===== src/design/jpeg_frame_size_sniffer_assert.svh =====
// assertion macros used by the sniffer parser module
`ifndef JPEG_FRAME_SIZE_SNIFFER_ASSERT_SVH
`define JPEG_FRAME_SIZE_SNIFFER_ASSERT_SVH

// same-cycle implication, checked out of reset
`define JFSS_ASSERT_NOW(label, clk, rstn, ante, cons) \
    label: assert property (@(posedge clk) disable iff (!(rstn)) (ante) |-> (cons)) \
        else $error("jfss same-cycle check failed");

// next-cycle implication, checked out of reset
`define JFSS_ASSERT_NEXT(label, clk, rstn, ante, cons) \
    label: assert property (@(posedge clk) disable iff (!(rstn)) (ante) |=> (cons)) \
        else $error("jfss next-cycle check failed");

`endif


===== src/design/jfss_pkg.sv =====
// types, constants and parse phase codes for the jpeg frame size sniffer
`default_nettype none
package jfss_pkg;

    localparam int unsigned BYTE_W   = 8;
    localparam int unsigned DIM_W    = 16;
    localparam int unsigned KIND_W   = 4;
    localparam int unsigned STATUS_W = 2;
    localparam int unsigned PHASE_W  = 4;
    localparam int unsigned S_DATA_W = 8;
    localparam int unsigned M_DATA_W = 40;

    localparam logic [BYTE_W-1:0] BYTE_FF  = 8'hff;
    localparam logic [BYTE_W-1:0] BYTE_D8  = 8'hd8;
    localparam logic [BYTE_W-1:0] SOF_LOW  = 8'hc0;
    localparam logic [BYTE_W-1:0] SOF_END  = 8'hd0;

    localparam logic [STATUS_W-1:0] STATUS_OK        = 2'd0;
    localparam logic [STATUS_W-1:0] STATUS_NOT_JPEG  = 2'd1;
    localparam logic [STATUS_W-1:0] STATUS_TRUNCATED = 2'd2;

    localparam logic [PHASE_W-1:0] PH_START0    = 4'd0;
    localparam logic [PHASE_W-1:0] PH_START1    = 4'd1;
    localparam logic [PHASE_W-1:0] PH_SCAN      = 4'd2;
    localparam logic [PHASE_W-1:0] PH_SKIP0     = 4'd3;
    localparam logic [PHASE_W-1:0] PH_SKIP1     = 4'd4;
    localparam logic [PHASE_W-1:0] PH_SKIP2     = 4'd5;
    localparam logic [PHASE_W-1:0] PH_HEIGHT_HI = 4'd6;
    localparam logic [PHASE_W-1:0] PH_HEIGHT_LO = 4'd7;
    localparam logic [PHASE_W-1:0] PH_WIDTH_HI  = 4'd8;
    localparam logic [PHASE_W-1:0] PH_WIDTH_LO  = 4'd9;
    localparam logic [PHASE_W-1:0] PH_DONE      = 4'd10;

    typedef struct packed {
        logic [BYTE_W-1:0] data_byte;
        logic              end_of_file;
    } item_t;

    typedef struct packed {
        logic [STATUS_W-1:0] status;
        logic [DIM_W-1:0]    width;
        logic [DIM_W-1:0]    height;
        logic [KIND_W-1:0]   frame_kind;
        logic                is_landscape;
    } result_t;

endpackage
`default_nettype wire


===== src/design/jfss_in_stage.sv =====
// input register holding one byte request until the parser takes it
`default_nettype none
module jfss_in_stage (
    input  wire logic           aclk,
    input  wire logic           aresetn,
    input  wire logic           s_tvalid,
    output logic                s_tready,
    input  wire jfss_pkg::item_t in_item,
    input  wire logic           advance,
    output logic                item_valid,
    output jfss_pkg::item_t     item
);
    import jfss_pkg::*;

    logic  valid_reg, valid_next;
    item_t item_reg;
    logic  load;

    assign s_tready   = !valid_reg || advance;
    assign load       = s_tvalid && s_tready;
    assign item_valid = valid_reg;
    assign item       = item_reg;

    always_comb begin
        valid_next = valid_reg;
        if (load) begin
            valid_next = 1'b1;
        end else if (advance) begin
            valid_next = 1'b0;
        end
    end

    always_ff @(posedge aclk) begin
        if (!aresetn) begin
            valid_reg <= 1'b0;
        end else begin
            valid_reg <= valid_next;
        end
    end

    always_ff @(posedge aclk) begin
        if (load) begin
            item_reg <= in_item;
        end
    end

endmodule
`default_nettype wire


===== src/design/jfss_parser.sv =====
// marker scan state machine and dimension assembly for one byte per cycle while advance is high
`default_nettype none
module jfss_parser (
    input  wire logic            aclk,
    input  wire logic            aresetn,
    input  wire logic            item_valid,
    input  wire jfss_pkg::item_t item,
    input  wire logic            advance,
    output logic                 emit,
    output jfss_pkg::result_t    result
);
    import jfss_pkg::*;
    `include "jpeg_frame_size_sniffer_assert.svh"

    logic [PHASE_W-1:0] phase_reg, phase_next;
    logic               prior_ff_reg, prior_ff_next;
    logic [BYTE_W-1:0]  upper_reg, upper_next;
    logic [DIM_W-1:0]   height_reg, height_next;
    logic [KIND_W-1:0]  nibble_reg, nibble_next;

    logic [BYTE_W-1:0]   b;
    logic                hit;
    logic [STATUS_W-1:0] status;
    logic [DIM_W-1:0]    width_val;
    logic [PHASE_W-1:0]  phase_step;

    assign b         = item.data_byte;
    assign width_val = {upper_reg, b};

    always_comb begin
        phase_step    = phase_reg;
        prior_ff_next = prior_ff_reg;
        upper_next    = upper_reg;
        height_next   = height_reg;
        nibble_next   = nibble_reg;
        hit           = 1'b0;
        status        = STATUS_OK;
        unique case (phase_reg)
            PH_START0: begin
                if (b == BYTE_FF) begin
                    phase_step = PH_START1;
                end else begin
                    hit        = 1'b1;
                    status     = STATUS_NOT_JPEG;
                    phase_step = PH_DONE;
                end
            end
            PH_START1: begin
                if (b == BYTE_D8) begin
                    phase_step    = PH_SCAN;
                    prior_ff_next = 1'b1;
                end else begin
                    hit        = 1'b1;
                    status     = STATUS_NOT_JPEG;
                    phase_step = PH_DONE;
                end
            end
            PH_SCAN: begin
                if (prior_ff_reg && b >= SOF_LOW && b < SOF_END) begin
                    nibble_next = b[KIND_W-1:0];
                    phase_step  = PH_SKIP0;
                end else begin
                    prior_ff_next = (b == BYTE_FF);
                end
            end
            PH_SKIP0, PH_SKIP1, PH_SKIP2: begin
                phase_step = phase_reg + PHASE_W'(1);
            end
            PH_HEIGHT_HI, PH_WIDTH_HI: begin
                upper_next = b;
                phase_step = phase_reg + PHASE_W'(1);
            end
            PH_HEIGHT_LO: begin
                height_next = {upper_reg, b};
                phase_step  = PH_WIDTH_HI;
            end
            PH_WIDTH_LO: begin
                hit        = 1'b1;
                status     = STATUS_OK;
                phase_step = PH_DONE;
            end
            default: begin
                phase_step = PH_DONE;
            end
        endcase

        phase_next = phase_step;
        if (item.end_of_file) begin
            if (!hit && phase_step != PH_DONE) begin
                hit    = 1'b1;
                status = (phase_step == PH_START1) ? STATUS_NOT_JPEG : STATUS_TRUNCATED;
            end
            phase_next    = PH_START0;
            prior_ff_next = 1'b0;
        end
    end

    assign emit = item_valid && hit;

    always_comb begin
        result.status       = status;
        result.width        = '0;
        result.height       = '0;
        result.frame_kind   = '0;
        result.is_landscape = 1'b0;
        if (status == STATUS_OK) begin
            result.width        = width_val;
            result.height       = height_reg;
            result.frame_kind   = nibble_reg;
            result.is_landscape = (width_val > height_reg);
        end
    end

    always_ff @(posedge aclk) begin
        if (!aresetn) begin
            phase_reg    <= PH_START0;
            prior_ff_reg <= 1'b0;
            upper_reg    <= '0;
            nibble_reg   <= '0;
        end else if (advance) begin
            phase_reg    <= phase_next;
            prior_ff_reg <= prior_ff_next;
            upper_reg    <= upper_next;
            nibble_reg   <= nibble_next;
        end
    end

    always_ff @(posedge aclk) begin
        if (advance) begin
            height_reg <= height_next;
        end
    end

    `JFSS_ASSERT_NOW(a_ok_only_at_width_lo, aclk, aresetn,
        emit && status == STATUS_OK, phase_reg == PH_WIDTH_LO)
    `JFSS_ASSERT_NOW(a_not_jpeg_only_in_start, aclk, aresetn,
        emit && status == STATUS_NOT_JPEG, phase_reg == PH_START0 || phase_reg == PH_START1)
    `JFSS_ASSERT_NEXT(a_eof_restarts, aclk, aresetn,
        advance && item.end_of_file, phase_reg == PH_START0 && !prior_ff_reg)
    `JFSS_ASSERT_NOW(a_advance_needs_item, aclk, aresetn, advance, item_valid)

endmodule
`default_nettype wire


===== src/design/jfss_out_stage.sv =====
// result register feeding the master side
`default_nettype none
module jfss_out_stage (
    input  wire logic              aclk,
    input  wire logic              aresetn,
    input  wire logic              load,
    input  wire jfss_pkg::result_t result,
    output logic                   slot_free,
    output logic                   m_tvalid,
    input  wire logic              m_tready,
    output jfss_pkg::result_t      out_result
);
    import jfss_pkg::*;

    logic    valid_reg, valid_next;
    result_t result_reg;

    assign slot_free  = !valid_reg || m_tready;
    assign m_tvalid   = valid_reg;
    assign out_result = result_reg;

    always_comb begin
        valid_next = valid_reg;
        if (load) begin
            valid_next = 1'b1;
        end else if (m_tready) begin
            valid_next = 1'b0;
        end
    end

    always_ff @(posedge aclk) begin
        if (!aresetn) begin
            valid_reg <= 1'b0;
        end else begin
            valid_reg <= valid_next;
        end
    end

    always_ff @(posedge aclk) begin
        if (load) begin
            result_reg <= result;
        end
    end

endmodule
`default_nettype wire


===== src/design/jpeg_frame_size_sniffer.sv =====
// top level of the jpeg frame size sniffer
//
// slave side takes one file byte per request: s_tdata is the byte, s_tlast marks
// the last byte of a file. after s_tlast the parser restarts for the next file.
// master side gives one request per file: m_tuser is the status (found, not a
// jpeg start, truncated), m_tdata holds width, height, frame kind and the
// landscape flag; sizes and kind are zero unless the status is found.
// path: a byte is first held in the input register, the parser decodes it
// combinationally, and the result that it completes is written to the output
// register that drives m_tvalid.
// throughput: one byte per cycle, set by the parser state update, except when held as below.
// when m_tready is low with a result waiting, bytes that give no result keep
// flowing; the byte that completes the next file holds in the input register
// until the output register is free.
// reset (aresetn low, synchronous) empties both registers and returns the parser
// to looking for the ff d8 start bytes.
`default_nettype none
module jpeg_frame_size_sniffer (
    input  wire logic                          aclk,
    input  wire logic                          aresetn,
    input  wire logic                          s_tvalid,
    output logic                               s_tready,
    input  wire logic [jfss_pkg::S_DATA_W-1:0] s_tdata,  // [7:0] data_byte
    input  wire logic                          s_tlast,
    output logic                               m_tvalid,
    input  wire logic                          m_tready,
    output logic [jfss_pkg::M_DATA_W-1:0]      m_tdata,  // [15:0] width, [31:16] height,
                                                         // [35:32] frame_kind,
                                                         // [36] is_landscape, rest zero
    output logic [jfss_pkg::STATUS_W-1:0]      m_tuser   // [1:0] status
);
    import jfss_pkg::*;

    item_t   in_item;
    item_t   item;
    logic    item_valid;
    logic    advance;
    logic    emit;
    logic    slot_free;
    result_t result;
    result_t out_result;

    assign in_item.data_byte   = s_tdata[BYTE_W-1:0];
    assign in_item.end_of_file = s_tlast;

    assign advance = item_valid && (!emit || slot_free);

    jfss_in_stage u_in_stage (
        .aclk       (aclk),
        .aresetn    (aresetn),
        .s_tvalid   (s_tvalid),
        .s_tready   (s_tready),
        .in_item    (in_item),
        .advance    (advance),
        .item_valid (item_valid),
        .item       (item)
    );

    jfss_parser u_parser (
        .aclk       (aclk),
        .aresetn    (aresetn),
        .item_valid (item_valid),
        .item       (item),
        .advance    (advance),
        .emit       (emit),
        .result     (result)
    );

    jfss_out_stage u_out_stage (
        .aclk       (aclk),
        .aresetn    (aresetn),
        .load       (advance && emit),
        .result     (result),
        .slot_free  (slot_free),
        .m_tvalid   (m_tvalid),
        .m_tready   (m_tready),
        .out_result (out_result)
    );

    assign m_tuser = out_result.status;
    assign m_tdata = {3'b000, out_result.is_landscape, out_result.frame_kind,
                      out_result.height, out_result.width};

endmodule
`default_nettype wire

===== config.mk =====
export PLATFORM = sky130hd
export DESIGN_NAME = jpeg_frame_size_sniffer
export DESIGN_NICKNAME = d
export VERILOG_FILES = /design/src/design/jfss_pkg.sv /design/src/design/jfss_in_stage.sv /design/src/design/jfss_parser.sv /design/src/design/jfss_out_stage.sv /design/src/design/jpeg_frame_size_sniffer.sv
export VERILOG_INCLUDE_DIRS = /design/src /design/src/design
export SDC_FILE = /design/constraint.sdc
export NUM_CORES = 1
export LEC_CHECK = 0
export BUFFER_PORTS_ARGS = -buffer_cell sky130_fd_sc_hd__buf_2
export CORE_MARGIN = 2
export CORE_UTILIZATION = 57
export CTS_CLUSTER_DIAMETER = 80
export DETAILED_ROUTE_END_ITERATION = 8
export GPL_TIMING_DRIVEN = 0
export PLACE_DENSITY = 0.76
export SETUP_SLACK_MARGIN = 0.15
export SLEW_MARGIN = 5
export SYNTH_ARGS = -nofsm -noshare
export SYNTH_HDL_FRONTEND = slang
export SYNTH_SLANG_ARGS = --single-unit

===== constraint.sdc =====
create_clock -name aclk -period 5.21 [get_ports aclk]
set_clock_uncertainty 0.1 [all_clocks]
set_input_delay 0.521 -clock aclk [delete_from_list [all_inputs] [get_ports aclk]]
set_output_delay 0.521 -clock aclk [all_outputs]
set_load 0.01 [all_outputs]

# == Word level (Yosys, flattened, before mapping) ==
# Cells that the tools add are included.
# op_classes
n_addsub,1
n_lt_le_gt_ge,3
n_eq_ne,15
n_mux,24
n_reduce_logical,25
# op_table
operator,n
one-hot mux 4 bit (5 select lines),1
"== test 4 x 3 -> 1 bit, second input constant",4
"== test 8 bit, second input constant",2
> comparator 16 bit,1
2-to-1 mux 4 bit,4
2-to-1 mux 1 bit,13
"== test 4 x 1 -> 1 bit, second input constant",2
"== test 4 x 2 -> 1 bit, second input constant",2
"== test 4 bit, second input constant",2
">= comparator 8 bit, second input constant",1
"less-than comparator 8 bit, second input constant",1
logical AND 1 bit,7
2-to-1 mux 2 bit,3
OR reduction 5 bit,1
"adder 4 x 1 -> 4 bit, second input constant",1
zero test 1 bit,4
zero test 4 bit,1
"!= test 4 bit, second input constant",1
one-hot mux 2 bit (2 select lines),1
AND reduction 2 bit,2
AND reduction 4 bit,1
nonzero test 2 bit,2
logical OR 1 bit,3
"!= test 3 x 2 -> 1 bit, second input constant",1
7 further kinds,7
# totals
regBits,83
input_bits,13
output_inout_bits,44
word_cells,82

# == Longest topological paths before layout ==
# Gate-level depths: netlist of the first run.
# depth
ltp_word,16
depth_mapped,11
ltp_nobuf,9

# == Cells and area by module ==
# From an unflattened synthesis of the first run, not the netlist that was laid out.
# unflattened
hier_cells,298
hier_area_um2,3933.8
# by_module_without_submodules
module,instances,cells_per_inst,area_each_um2,seq_area_each_um2
jfss_parser,1,234,2341.0,820.8
jfss_out_stage,1,43,1219.9,1191.1
jfss_in_stage,1,14,327.8,290.3
jpeg_frame_size_sniffer,1,7,45.0,0.0

# == Worst setup path before layout of the first run ==
# Ideal clock, no wire load.
# synth_timing
path_kind,flip-flop to flip-flop
startpoint,register u_parser.phase_reg[0]
endpoint,"register u_out_stage.result_reg, in the netlist u_out_stage.out_result[0], enable pin"
setup_time_ps,435
arrival_time_ps,3921
required_time_ps,4675
slack_ps,753
path_stages_with_launch,10
path_buffers,0
synth_period_minus_slack_ps,4457
cell_sequence,dfxtp_1 inv_1 ha_1 or3b_1 a211o_1 nor4b_4 a21oi_2 o21ai_0 nand2_1 nor2_1
# synth_via
elab_chain_len,12
word_cells_on_any_way,25
cone_classes,1 x add/sub; 10 x eq/ne; 5 x mux; 9 x reduce/logical
# synth_lines
element,line_no,source
start: declaration,jfss_parser.sv:15,"logic [PHASE_W-1:0] phase_reg, phase_next;"
start signal: assignment,jfss_parser.sv:121,phase_reg <= phase_next;
"parallel branches: the longest is 6 deep, another holds adder 4 x 1 -> 4 bit",--,
2-to-1 mux 1 bit *,jfss_parser.sv:88,if (item.end_of_file) begin
logical AND 1 bit *,jfss_parser.sv:98,assign emit = item_valid && hit;
zero test 1 bit,jpeg_frame_size_sniffer.sv:46,assign advance = item_valid && (!emit || slot_free);
logical OR 1 bit,jpeg_frame_size_sniffer.sv:46,
logical AND 1 bit,jpeg_frame_size_sniffer.sv:46,
logical AND 1 bit *,jpeg_frame_size_sniffer.sv:72,".load (advance && emit),"
via u_out_stage.load,jfss_out_stage.sv:6,"input wire logic load,"
end signal: assignment,jfss_out_stage.sv:41,result_reg <= result;
end: declaration,jfss_out_stage.sv:16,result_t result_reg;
# Mark *: on every way through the listed nets, which the timed path passes.
# A chain may end at the register's enable or synchronous reset.

# == Worst setup path after layout of the first run ==
# layout_timing
startpoint,register u_parser.phase_reg[1]
endpoint,"register u_parser.height_reg[10], enable pin"
# layout_via
elab_chain_len,12
word_cells_on_any_way,25
cone_classes,1 x add/sub; 10 x eq/ne; 5 x mux; 9 x reduce/logical
# layout_lines
element,line_no,source
"parallel branches: the longest is 11 deep, another holds adder 4 x 1 -> 4 bit",--,
AND reduction 2 bit (no source line) *,--,
end signal: assignment,jfss_parser.sv:130,height_reg <= height_next;
end: declaration,jfss_parser.sv:18,"logic [DIM_W-1:0] height_reg, height_next;"
# Every way passes the cells marked *.

==> results_dict.tcl, run 1 <==
set metrics [dict create \
    detail_route.first_pass.iterations 4 \
    holdCritPathClass "in -> reg" \
    grt_start_max_net_pins 38 \
    worst_hold_slack_ns 0.228 \
    clk_latency_ns 0.37 \
    number_of_global_route_vias_before_repair 2496 \
    cts_made_buffers 9 \
    antenna_found_initial 0 \
    fin_cells 475 \
    finalInstanceArea_mm2 0.00451 \
    root_buffer "sky130_fd_sc_hd__clkbuf_8" \
    yosys.area.top_type "sky130_fd_sc_hd__edfxtp_1" \
    initial_utilization_pct 58.1 \
    reg2reg_setup_slack_ns 1.42 \
    synth_edf_count 64 \
    yosys_register_bits 83 \
    dpl_worst_slack_ns 1.44 \
    worst_ep_arrival_time_ns 3.69 \
    cts_hold_repair.buffers 0 \
    cp_max_fo 16 \
    finalCritPeriodShare_pct 72.7 \
    post_cts_resized 0 \
    global_route_wire_length_before_repair_um 11800 \
    antenna_cells_inserted 0 \
    power.density_mw_per_mm2 311 \
    p_leak_nw 1.89 \
    yosys-top-cells-count "64 x sky130_fd_sc_hd__edfxtp_1, 39 x sky130_fd_sc_hd__and2_1, 21 x sky130_fd_sc_hd__inv_1, 20 x sky130_fd_sc_hd__ha_1, 19 x sky130_fd_sc_hd__dfxtp_1" \
    synth.mux.area_fraction_pct 0 \
    multi_input_area_mm2 0.00143 \
    cts_setup_buffers 0 \
    core.rowCount 30 \
    yosys_most_used_dff "sky130_fd_sc_hd__edfxtp_1" \
    synth_area_leaders "sky130_fd_sc_hd__edfxtp_1 49%, sky130_fd_sc_hd__dfxtp_1 9.8%, sky130_fd_sc_hd__ha_1 6.4%" \
    report.final.slew_viol_count 0 \
    run_status "finished clean" \
    max_freq_mhz 264 \
    timing.final.crit_period_ns 3.79 \
    routabilityCongestion 0.923 \
    grt_setup_unrepaired "no" \
    clkTransAtPathRegs_ns 0.08 \
    setup.worst_path.start_class "flip-flop" \
    dp.cells 459 \
    syn_to_final_growth_pct 16.1 \
    global_route.overflow_total 0 \
    ys_async_sr_fraction_pct 0 \
    worst_setup_path_end_kind "flip-flop" \
    globalRouteTotalUtil_pct 20.8 \
    fin_setup_tns_ns 0 \
    layout.nets 423 \
    cp_data_required_time_ns 5.11 \
    via_per_inst 5.65 \
    netlist-cell-type-count 54 \
    num_vias 2682 \
    fill_cells 539 \
    io-pin-count 57 \
    seq_area_mm2 0.00230 \
    synth.most_common_cell "sky130_fd_sc_hd__edfxtp_1" \
    synth_area_in_adders_pct 6.44 \
    largest_register_ffs 39 \
    route.detailed.drc 0 \
    cts_tree "done" \
    cap_viol_max_count 0 \
    initialDrtViolationCount 150 \
    drt_wl_total_um 7310 \
    die_height_um 86.5 \
    netlist_area_mm2 0.00388 \
    placed_cell_area_mm2 0.00428 \
    hpwl_dp_um 5270 \
    port_buffers 53 \
    syn-instance-count 323 \
    post_synth.cell_area_avg_um2 12.0 \
    avgRoutedWirePerCell_um 15.4 \
    slew-limit-headroom_pct 25.9 \
    area_fraction_in_compound_gates_after_synthesis_pct 11.6 \
    fraction_of_final_layout_cells_with_drive_strength_greater_than_1_pct 21.5 \
    final.setup.worst_slack_ns 1.42 \
    post-synth-top-area-fraction_pct 49.5 \
    setup_viol 0 \
    htreeDepth 3 \
    timing_worst_slew_pin_value_ns 1.11 \
    combinational_family_with_the_most_area_after_synthesis "simple AND/OR/NAND/NOR gates" \
    max-clock-path-buffers 2 \
    worst_ir_drop_vdd_mv 0.147 \
    synth-seq-area-share_pct 59.3 \
    route.antenna.remaining_nets 0 \
    design.core.area_mm2 0.00668 \
    die_width_um 86.5 \
    synth-simple-area-share_pct 18.3 \
    fp.dieArea_mm2 0.00749 \
    cts_num_sinks 83 \
    timing_worst_setup_path_type "reg -> reg" \
    share_of_the_synthesized_netlist_area_taken_by_xor_and_xnor_gates_pct 0 \
    hold_viol_final 0 \
    synth-warning-count 0 \
]
## final timing paths
check / to / start / cells past startpoint
min reg2reg: u_parser.height_reg[12] / u_parser.upper_reg[4] / 0
max: u_parser.height_reg[10] / u_parser.phase_reg[1] / 10
max reg2reg: u_parser.height_reg[10] / u_parser.phase_reg[1] / 10
min: u_in_stage.item[0] / s_tlast / 1
## routing by layer
| layer | GRT usage, % | vias up | share of wire, % |
|---|---|---|---|
| li1 | - | 1315 | - |
| met1 | 25.6 | 1271 | 42 |
| met5 | 0 | - | 0 |
| met2 | 35.2 | 82 | 51 |
| met3 | 3.52 | 14 | 4.5 |
| met4 | 11.1 | 0 | 2.6 |
## power by group
part	switching [mW]	internal [mW]	total [mW]
sequential	0.0141	0.738	0.753
combinational	0.0817	0.0508	0.133
clock	0.243	0.273	0.516
total	0.339	1.06	1.40
## layout make-up
type                    instances  area share (%)
repair buffers                 54            6.33
inverters                      22            1.83
clock buffers                   9            2.75
well taps                      80            2.22
flip-flops and latches         83            51.1
multi-input cells             205            31.7
clock inverters                 7            2.22
plain buffers                  15            1.86
## cells in the final DEF, fill, tap and decap left out, drive strengths merged, types with 3 or more instances in the layout
cell and n:
nand2 7, clkbuf 18, nor2 9, nor3 6, and3 5, ha 20
buf 60, clkinvlp 3, inv 23, nand4 4, o21ai 16, and2 39
nor2b 4, o31ai 4, a21o 3, edfxtp 64, nor4 3, dfxtp 19
conb 3, a21oi 18, nand3 17, a31oi 3, nor3b 6, o21a 8
## worst max-delay path, cell delays in order, from the launching register on
cell	delay [ns]
sky130_fd_sc_hd__dfxtp_1	0.44
sky130_fd_sc_hd__inv_1	0.09
sky130_fd_sc_hd__ha_1	0.18
sky130_fd_sc_hd__clkbuf_1	0.19
sky130_fd_sc_hd__or3_1	0.42
sky130_fd_sc_hd__a211oi_2	0.28
sky130_fd_sc_hd__o21ai_0	0.16
sky130_fd_sc_hd__a21oi_2	0.30
sky130_fd_sc_hd__a31o_2	0.21
sky130_fd_sc_hd__clkbuf_1	0.30
sky130_fd_sc_hd__and3_1	0.74
## stage by stage
| stage | total power [mW] | utilization, % |
|---|---|---|
| 4_1_cts | 1.40 | 67.5 |
| 3_3_place_gp | 0.894 | 63.7 |
| 6_report | 1.40 | 67.5 |
| 5_1_grt | 1.45 | 67.5 |
| 3_5_place_dp | 0.901 | 64.1 |
| 2_1_floorplan | 0.852 | - |
## logic make-up (layout without fill, tap and decap cells)
| kind of cell | after synthesis | after routing |
|---|---|---|
| fa+ha+maj | 20 | 20 |
| compound gates | 66 | 66 |
| other cells | 1 | 3 |
| simple gates | 116 | 116 |
| flops | 83 | 83 |
| buf+inv | 37 | 107 |
Power figures use the tool's default switching activity.
==> run 2: changes to the inputs <==
Clock period 5.21 ns to 3.9 ns, I/O delays scaled along.
==> results_dict.tcl, run 2 (synthesized netlist as in run 1, its figures left out) <==
set metrics [dict create \
    route.antenna.remaining_nets 0 \
    net_switching_share_of_the_total_power_pct 22.5 \
    layout.cells.most_common_list "64 x sky130_fd_sc_hd__edfxtp_1, 54 x sky130_fd_sc_hd__buf_2, 39 x sky130_fd_sc_hd__and2_1" \
    slew-limit-headroom_pct 40.2 \
    cts_num_sinks 83 \
    holdCritPathClass "in -> reg" \
    cp_data_required_time_ns 3.41 \
    drt_wl_total_um 8020 \
    worst_ep_arrival_time_ns 3.15 \
    p_leak_nw 1.94 \
    global_route_wire_length_before_repair_um 12900 \
    run_status "finished clean" \
    syn_to_final_growth_pct 19.3 \
    setup_viol 0 \
    grt_start_max_net_pins 21 \
    finalCritPeriodShare_pct 93.4 \
    die_width_um 86.5 \
    detail_route.first_pass.iterations 7 \
    root_buffer "sky130_fd_sc_hd__clkbuf_8" \
    max_freq_mhz 274 \
    max-clock-path-buffers 2 \
    fin_cells 479 \
    final.setup.worst_slack_ns 0.257 \
    die_height_um 86.5 \
    num_vias 2778 \
    design_power_total_mw 2.01 \
    io-pin-count 57 \
    largest_register_ffs 39 \
    worst_setup_path_end_kind "output pin" \
    avgRoutedWirePerCell_um 16.7 \
    cts_made_buffers 9 \
    power.density_mw_per_mm2 433 \
    p_clk_share_pct 40.1 \
    cap_viol_max_count 0 \
    worstHoldEndpoint "u_in_stage.item[0]" \
    initialDrtViolationCount 174 \
    core.rowCount 30 \
    cts_hold_repair.buffers 0 \
    timing_worst_slew_pin_value_ns 0.895 \
    routabilityCongestion 0.920 \
    route.detailed.drc 0 \
    reg2reg_setup_slack_ns 0.42 \
    cts_tree "done" \
    number_of_global_route_vias_before_repair 2581 \
    design.core.area_mm2 0.00668 \
    rr_worst_depth 10 \
    fraction_of_final_layout_cells_with_drive_strength_greater_than_1_pct 22.8 \
    hold_viol_final 0 \
    switchingPower_uw 451 \
    crit-reg2reg-capture "u_out_stage.out_result[21]" \
    htreeDepth 3 \
    final_common_cell "sky130_fd_sc_hd__edfxtp_1" \
    sequential_share_of_power_pct 50.1 \
    initial_utilization_pct 58.1 \
    comb_power_share_pct 9.8 \
    antenna_found_initial 0 \
    global_route.overflow_total 0 \
    hpwl_dp_um 5210 \
    dp.cells 458 \
    antenna_cells_inserted 0 \
    hold_start "s_tlast" \
    setup.worst_path.start_class "flip-flop" \
    intPower_mw 1.56 \
    timing_worst_setup_path_type "reg -> out" \
    timing.rr.start "u_parser.phase_reg[0]" \
    clk_latency_ns 0.36 \
    dpl_worst_slack_ns -0.0876 \
    worst_ir_drop_vdd_mv 0.265 \
    timing.final.crit_period_ns 3.64 \
    layout.nets 427 \
    cp_max_fo 9 \
    port_buffers 53 \
    clkTransAtPathRegs_ns 0.08 \
    worst_hold_path.num_cells 1 \
    report.final.slew_viol_count 0 \
    via_per_inst 5.80 \
    fp.dieArea_mm2 0.00749 \
    grt_setup_unrepaired "yes" \
    globalRouteTotalUtil_pct 22.8 \
]
[run 2: cell types whose count changed in the layout (fill, tap and decap cells not counted), moves of 2 or more]
cell                         before  now
sky130_fd_sc_hd__clkinvlp_4       3    0
sky130_fd_sc_hd__buf_12           1    3
sky130_fd_sc_hd__bufinv_16        2    4
sky130_fd_sc_hd__clkinv_4         0    2
sky130_fd_sc_hd__inv_6            2    0
sky130_fd_sc_hd__nor2_4           1    3
[run 2: area by class of cell]
class | instances | area [um^2]
clock buffers | 10 | 128
multi-input cells | 207 | 1470
flip-flops and latches | 83 | 2300
repair buffers | 56 | 325
well taps | 80 | 100
fillers | 506 | 2050
inverters | 22 | 82.6
plain buffers | 15 | 83.8
clock inverters | 6 | 138
[run 2: how the worst max path moves through the flow]
stage	slack, ns	endpoint	cells past startpoint	from
finish	0.26	s_tready	9	u_parser.phase_reg[0]
global route	0.01	s_tready	10	u_parser.phase_reg[0]
CTS	0.16	u_out_stage.out_result[22]	9	u_parser.phase_reg[0]
detailed placement	-0.09	u_out_stage.out_result[22]	9	u_parser.phase_reg[0]
global placement	0.09	u_out_stage.out_result[2]	9	u_parser.phase_reg[0]
floorplan	0.49	u_out_stage.out_result[0]	9	u_parser.phase_reg[0]
[run 2: critical path: stages, from the launching register on]
cell,delay (ns)
sky130_fd_sc_hd__dfxtp_1,0.50
sky130_fd_sc_hd__inv_1,0.14
sky130_fd_sc_hd__ha_1,0.32
sky130_fd_sc_hd__or3b_1,0.35
sky130_fd_sc_hd__a211o_1,0.34
sky130_fd_sc_hd__nor4b_4,0.39
sky130_fd_sc_hd__a21oi_2,0.13
sky130_fd_sc_hd__o21ai_1,0.29
sky130_fd_sc_hd__nand3_1,0.14
sky130_fd_sc_hd__buf_2,0.19
[run 2: timing repair]
action,CTS,global route
endpoints found under the setup margin,41,95
gates cloned,1,1
resized for setup,2,6
pin swaps,1,2
setup buffers,2,1
[run 2: through the flow]
stage	area (um^2)	util (%)	hold WS, ns	setup TNS [ns]
floorplan	3900	-	0.341	0
global placement	4260	63.8	0.366	0
detailed placement	4260	63.8	0.381	-3.23
CTS	4580	68.6	0.0961	0
global route	4630	69.3	0.0937	0
finish	4630	69.3	0.102	0
[run 2: routing by layer]
metal  share of wire, %  global-route usage (%)  wire, um
met5                  0                       0         0
met4                3.0                    9.66       238
met3                4.8                    3.52       383
met2                 51                    39.3      4090
met1                 41                    28.5      3310
[run 2: power by group through the flow]
| stage | logic (mW) | clock network (mW) | registers [mW] |
|---|---|---|---|
| finish | 0.196 | 0.805 | 1.01 |
| global route | 0.216 | 0.847 | 1.01 |
| CTS | 0.187 | 0.804 | 1.01 |
| detailed placement | 0.175 | 0 | 1.03 |
| global placement | 0.168 | 0 | 1.02 |
| floorplan | 0.105 | 0 | 1.03 |
